==> src/hdl/sliding_window_percentile_unit_macros.svh <==
// Assertion macros shared by the sliding window percentile unit.
`ifndef SLIDING_WINDOW_PERCENTILE_UNIT_MACROS_SVH
`define SLIDING_WINDOW_PERCENTILE_UNIT_MACROS_SVH
`ifndef SYNTHESIS
// Checked at every clock edge outside reset.
`define SWPU_ASSERT(name, prop, msg) \
  name: assert property (@(posedge clk) disable iff (rst) prop) else $error(msg);
// Checked at every clock edge, reset included.
`define SWPU_ASSERT_ALWAYS(name, prop, msg) \
  name: assert property (@(posedge clk) prop) else $error(msg);
`else
`define SWPU_ASSERT(name, prop, msg)
`define SWPU_ASSERT_ALWAYS(name, prop, msg)
`endif
`endif

==> src/hdl/swpu_pkg.sv <==
// Shared types and constants of the sliding window percentile unit.
`default_nettype none
package swpu_pkg;

  // Percentile scale: hundredths of a percent.
  localparam int FULL_SCALE      = 10000;
  localparam int PCT_BITS        = 14;
  localparam int PCT_RESET       = 9900;
  localparam int LATENCY_BITS    = 32;
  localparam int RESULT_BITS     = 32;
  localparam int OP_BITS         = 2;
  localparam int CAPACITY_DEF    = 256;
  localparam int SAMPLE_BITS_DEF = 32;
  localparam int TREE_GROUP      = 16;

  // Item operation codes.
  typedef enum logic [OP_BITS-1:0] {
    OP_RECORD = 2'd0,
    OP_CLEAR  = 2'd1,
    OP_QUERY  = 2'd2
  } op_t;

  // Command broadcast to every cell of the sorted chain.
  typedef enum logic [1:0] {
    CELL_HOLD,
    CELL_CLEAR,
    CELL_DELETE,
    CELL_INSERT
  } cell_cmd_t;

  // Sequencer states.
  typedef enum logic [2:0] {
    ST_IDLE,
    ST_READ,
    ST_DELETE,
    ST_INSERT,
    ST_PRODUCT,
    ST_REDUCE,
    ST_GATHER,
    ST_DONE
  } state_t;

endpackage
`default_nettype wire

==> src/hdl/swpu_cell.sv <==
// One cell of the sorted sample chain, with its rank selection.
`default_nettype none
module swpu_cell #(
  parameter int SAMPLE_BITS = swpu_pkg::SAMPLE_BITS_DEF,
  parameter int PN_BITS     = 23,
  parameter int INDEX       = 0
) (
  input  wire logic                    clk,
  input  wire logic                    rst,
  input  wire swpu_pkg::cell_cmd_t     cmd,
  input  wire logic [SAMPLE_BITS-1:0]  key,
  input  wire logic [PN_BITS-1:0]      pn,
  input  wire logic [SAMPLE_BITS-1:0]  left_value,
  input  wire logic                    left_valid,
  input  wire logic                    left_gt,
  input  wire logic [SAMPLE_BITS-1:0]  right_value,
  input  wire logic                    right_valid,
  output logic [SAMPLE_BITS-1:0]       value,
  output logic                         valid,
  output logic                         gt,
  output logic [SAMPLE_BITS-1:0]       pick
);
  import swpu_pkg::*;

  // Bounds of p*n for which this cell holds the nearest-rank sample.
  localparam logic [PN_BITS-1:0] RANK_LO = PN_BITS'(longint'(INDEX) * FULL_SCALE);
  localparam logic [PN_BITS-1:0] RANK_HI = PN_BITS'(longint'(INDEX + 1) * FULL_SCALE);

  logic [SAMPLE_BITS-1:0] value_next;
  logic                   valid_next;
  logic                   ge_key;
  logic                   sel;

  // An empty cell counts as larger than any key.
  assign gt     = !valid || (value > key);
  assign ge_key = valid && (value >= key);

  // Delete shifts the upper part down; insert shifts it up and drops the key in.
  always_comb begin
    value_next = value;
    valid_next = valid;
    case (cmd)
      CELL_CLEAR: begin
        valid_next = 1'b0;
      end
      CELL_DELETE: begin
        if (ge_key) begin
          value_next = right_value;
          valid_next = right_valid;
        end
      end
      CELL_INSERT: begin
        if (gt) begin
          if (left_gt) begin
            value_next = left_value;
            valid_next = left_valid;
          end else begin
            value_next = key;
            valid_next = 1'b1;
          end
        end
      end
      default: begin
        value_next = value;
        valid_next = valid;
      end
    endcase
  end

  // Cell storage: only the valid flag is cleared by reset.
  always_ff @(posedge clk) begin
    value <= value_next;
    if (rst) begin
      valid <= 1'b0;
    end else begin
      valid <= valid_next;
    end
  end

  // The first cell also covers a rank that rounds to zero.
  assign sel  = valid && (pn <= RANK_HI) && ((INDEX == 0) || (pn > RANK_LO));
  assign pick = sel ? value : '0;

endmodule
`default_nettype wire

==> config.mk <==
export PLATFORM = sky130hd
export DESIGN_NAME = swpu_cell
export DESIGN_NICKNAME = d
export VERILOG_FILES = /design/src/hdl/sliding_window_percentile_unit_macros.svh /design/src/hdl/swpu_pkg.sv /design/src/hdl/swpu_cell.sv
export SDC_FILE = /design/constraint.sdc
export NUM_CORES = 1
export LEC_CHECK = 0
export ABC_CLOCK_PERIOD_IN_PS = 7010
export BUFFER_PORTS_ARGS = -buffer_cell sky130_fd_sc_hd__buf_2
export CAP_MARGIN = 10
export CORE_MARGIN = 3
export CORE_UTILIZATION = 45
export DETAILED_ROUTE_END_ITERATION = 7
export GPL_TIMING_DRIVEN = 0
export PLACE_DENSITY = 0.86
export RECOVER_POWER = 25
export SYNTH_ARGS = -nofsm -noshare
export SYNTH_HDL_FRONTEND = slang
export SYNTH_SLANG_ARGS = --single-unit
==> constraint.sdc <==
create_clock -name clk -period 7.01 [get_ports clk]
set_input_delay 0.3505 -clock clk [delete_from_list [all_inputs] [get_ports clk]]
set_output_delay 0.3505 -clock clk [all_outputs]
set_load 0.02 [all_outputs]
Word level (Yosys, flattened, before mapping)
Index checks and enable logic that the tools add are counted.

word-level totals
  output and inout port bits = 66
  word-level logic and storage cells = 27
  input port bits = 126
  register bits after elaboration = 33

operators by class
  mux-type cells = 9
  order comparisons = 3
  reductions and logical operators = 8
  eq/ne operators = 5

operators by type and width
  kind                    number
  $mux W32                4
  $pmux W32 S2            1
  $ge A32 B32 Y1          1
  $gt A32 B32 Y1          1
  $le A23 B14 Y1 const B  1
  $reduce_and A3 Y1       2
  $eq A2 B2 Y1 const B    2
  $ne A2 B2 Y1 const B    2
  $mux W1                 3
  $pmux W1 S3             1
  $reduce_bool A3 Y1      1
  $eq A2 B1 Y1 const B    1
  $logic_and A1 B1 Y1     2
  $reduce_bool A2 Y1      1
  $logic_not A1 Y1        1
  $logic_or A1 B1 Y1      1

Depth between registers and ports, before layout
  depth in word-level cells = 4
  depth in mapped cells = 7
  gate-level depth less buffers = 7

Worst setup path after synthesis
OpenSTA, ideal clock, no wires.

  path kind = reg-to-reg
  from = register value[14]
  to = register value[0], enable pin
  slack = 3.274 ns
  cell stages (with the launch flop) = 7
  arrival time = 3.304 ns
  data required time = 6.578 ns
  setup time = 0.432 ns
  period minus slack after synthesis = 3.736 ns
  path buffers = 0
  cells stage by stage = edfxtp_1 -> ha_1 -> nand4_1 -> nor4_1 -> nand2_1 -> nor4b_1 -> a21oi_1

on the way
  cells in the longest elaborated chain, start to end = 4
  elaborated cells on any way between the ends = 7
  classes of those cells = 2 x order compare; 2 x eq/ne; 3 x reduce/logical

ends and longest elaborated chain
  element                                                    line                              source
  from (decl)                                                swpu_cell.sv:18                   output logic [SAMPLE_BITS-1:0] value,
  from (signal assigned)                                     swpu_cell.sv:72                   value <= value_next;
  $ge A32 B32 Y1 or $gt A32 B32 Y1 (tied branches)           swpu_cell.sv:36, swpu_cell.sv:35
  $logic_and A1 B1 Y1 or $logic_or A1 B1 Y1 (tied branches)  swpu_cell.sv:36, swpu_cell.sv:35
  $ne A2 B2 Y1 (no line)                                     n/a
  $reduce_and A3 Y1 (no line) *                              n/a

Mark *: on every way between the ends. The rest lies on a longest branch, timed or not.
A chain may end at the register's enable or synchronous reset.

Worst setup path in the final report
  from = register value[31]
  to = register value[12], enable pin

Same word-level chain as after synthesis.

==> key figures <==
Timing
  – Worst Slack Setup Final: ~4.0 ns
  – Slew HR: 42.9%
  – Setup TNS: 0 ns
  – Final hold violation count: 0
  – Max Slew Vio Count: 0
  – Fin crit period: a little over 3 ns
  – Final Cycle Share: between 40 and 50%
  – RSZ-0062 raised after global routing: no
  – Setup violators final: 0
  – Minimum hold slack: 0.393 ns
  – Fmax: between 300 and 400 MHz
  – Worst slew pin tran: between 0.8 and 0.9 ns
  – Setup Skew: between 0.009 and 0.01 ns

Layout
  – Footprint of the multi-input gates: approximately 1700 sq um
  – Net count, final: 674
  – Storage element area: around 980 sq um
  – Layout fillers: 533
  – Design area: about 4000 sq um
  – Post-route non-filler standard cell count: ~600
  – Layout area overhead: 39.9%
  – N_diodes: 0
  – Layout cells sized above 1: between 30 and 40%

Routing
  – Post-DR vias/cell: ~5.2
  – WL final: roughly 9100 um
  – Via count: between 3k and 4k
  – Detail Route Antenna Nets: 0
  – Initial DRC count: about 150
  – DR DRC count: 0
  – Drt pass-1 iters: 4
  – DR WL/cell: between 15 and 20 um

GRT
  – Vias in the first global route: 3075
  – First-pass GRT wire length: around 14000 um
  – Antenna violations before repair: 0
  – Largest net degree at the start of global routing: 20
  – GR Util All Layers: about a quarter
  – Total gr overflow: 0

Clock network
  – CTS Buffer Depth: 2
  – Clock Pin Slew Worst Setup and Hold Paths: 0.08 ns
  – CTS buffer count: 5
  – Post-CTS sizing: 0
  – Hold_buf cts: 0
  – CTS Root Cell: clkbuf_8
  – Clock latency on the worst-skew pair: ~0.28 ns
  – H-Tree Depth: 2
  – TritonCTS clock tree: built
  – Clock Sinks: 33
  – Buffer count from post-CTS setup fixing: 0

Power
  – Switching share of power: between 30% and 40%
  – Psw: 0.000172 W
  – Internal: roughly 0.00039 W
  – Pwr Density: between 100 and 150 nW/um^2
  – Flop pwr share: between 40 and 50%
  – Max IR drop VDD: 0.0908 mV
  – Clock network power share: 26.9%
  – Comb pwr share: 29.3%
  – Leak pwr: ~2.0 nW

Synthesis
  – Post-Syn Instances: around 320
  – Commonest cells in the netlist: a21oi_1, nor2_1, and2_1, inv_1
  – Post-synth EDFFs: 32
  – Synthesized cell area: ~2800 sq um
  – Synth top area share: ~34%
  – Post-synth top flop: edfxtp_1
  – Syn avg cell area: between 8 and 9 sq um
  – Synth area leader: edfxtp_1
  – Yosys Warn Count: 0
  – Fraction of registers with async set or reset after synthesis: 0%
  – Count of cell types in the netlist: 35
  – Synth top area cells: edfxtp_1, ha_1, mux2i_1, a21oi_1, and2_1
  – Most frequent cell after synthesis: a21oi_1
  – Synth Register Bits: 33
  – Sequential area share after synthesis: 34.5%
  – Post-Syn Nets: 476

Critical path
  – Crit Path Class: reg2reg
  – Crit start category: register
  – Critical path required time: roughly 7 ns
  – Critical Path End Type: register
  – Worst path arrival time: ~3.0 ns
  – Largest stage delay, worst path: roughly 0.59 ns
  – Worst-path cell chain: ha_1, nand4_1, nor4_1, nand2_1, nor4b_1, a21oi_4, buf_16
  – CP max FO: 19
  – Slowest-stage cell, CP: nor4_1

Floorplan
  – # rows: 28
  – Die Area: between 7000 and 8000 sq um
  – Chip height: approximately 86 um
  – Die X: roughly 86 um
  – # IOs: approximately 190
  – Initial core utilization: a little under half
  – Core area: approximately 6000 sq um

Place
  – Place WS: around 4.0 ns
  – Port Buffer Count: 190
  – Placed cells: about 600
  – Detail Placement HPWL: 7520 um
  – Placer Congestion: just under 0.8
  – Placed cell area: approximately 3900 sq um

Job
  – Maxcap violations: 0

Worst hold path
  – Hold Path Class: in2reg

Status
  – Outcome: finished, final reports clean
per-stage QoR:
| stage | util, % | total power (W) |
|---|---|---|
| floorplan | - | 0.000339 |
| global placement | 64.5 | 0.000405 |
| detailed placement | 65.2 | 0.000415 |
| CTS | 66.7 | 0.000564 |
| global route | 66.0 | 0.000591 |
| finish | 66.0 | 0.000558 |
sequential cells by signal (all words and copies together), names as in the netlist:
register / flops
value: 32
valid: 1
area by class of cell:
cell class / instances / area share [%]
clock buffer: 8 / 2.26
sequential: 33 / 24.7
timing repair buffer: 191 / 23.6
tap: 75 / 2.36
multi-input combinational: 237 / 42.0
inverter: 33 / 3.11
buffer: 15 / 2.01
kinds of logic (layout without fill, tap and decap cells):
kind of cell	after synthesis	count (layout)	synth area share (%)
adders and majority gates	32	32	14.1
DFF	33	33	34.5
muxes	32	32	11.3
buffers and inverters	48	247	7.17
and+or+nand+nor	106	106	19.2
AOI/OAI and AO/OA	67	67	13.8
layout by cell type (no fill, tap or decap), drive strengths merged, types with 2 or more instances in the layout:
cell and instances:
nand3 4, inv 33, a22oi 2, clkbuf 45, nor2b 2, a21oi 48
nor4 5, o211ai 2, o21ai 4, ha 32, o41ai 2, nand4 9
and2 33, buf 169, nor2 39, mux2i 32, nand2 9, edfxtp 32
nor3 2
power by group through the flow:
stage / Sequential [W] / Clock, W / Combinational (W)
floorplan: 0.000262 / 0 / 0.0000765
global placement: 0.000249 / 0 / 0.000157
detailed placement: 0.000248 / 0 / 0.000166
CTS: 0.000244 / 0.000153 / 0.000167
global route: 0.000246 / 0.000162 / 0.000183
finish: 0.000245 / 0.000150 / 0.000164
path summary, 6_finish.rpt:
kind / startpoint / end / slack, ns / cells after the start
worst max-delay path: value[31]$_DFFE_PP_ / value[12]$_DFFE_PP_ / 3.96 / 7
worst min-delay path: right_value[23] / value[23]$_DFFE_PP_ / 0.39 / 3
worst max register to register: value[31]$_DFFE_PP_ / value[12]$_DFFE_PP_ / 3.96 / 7
worst min register to register: valid$_SDFFE_PP0P_ / valid$_SDFFE_PP0P_ / 0.92 / 4
routing by layer:
| layer | up-vias | share of wire (%) | global-route usage, % |
|---|---|---|---|
| met4 | 0 | 1.0 | 7.34 |
| met3 | 6 | 7.6 | 4.13 |
| met1 | 1423 | 39 | 27.7 |
| met5 | - | 0 | 0 |
| li1 | 1530 | - | - |
| met2 | 136 | 53 | 44.5 |
worst max-delay path, delay by kind of cell (launching register included):
kind,cells,cell delay (ns)
and+or+nand+nor,4,1.23
buffers and inverters,1,0.24
DFF,1,0.43
AOI/OAI and AO/OA,1,0.50
adders and majority gates,1,0.34
Note: power is estimated with default switching activity, not from simulation.
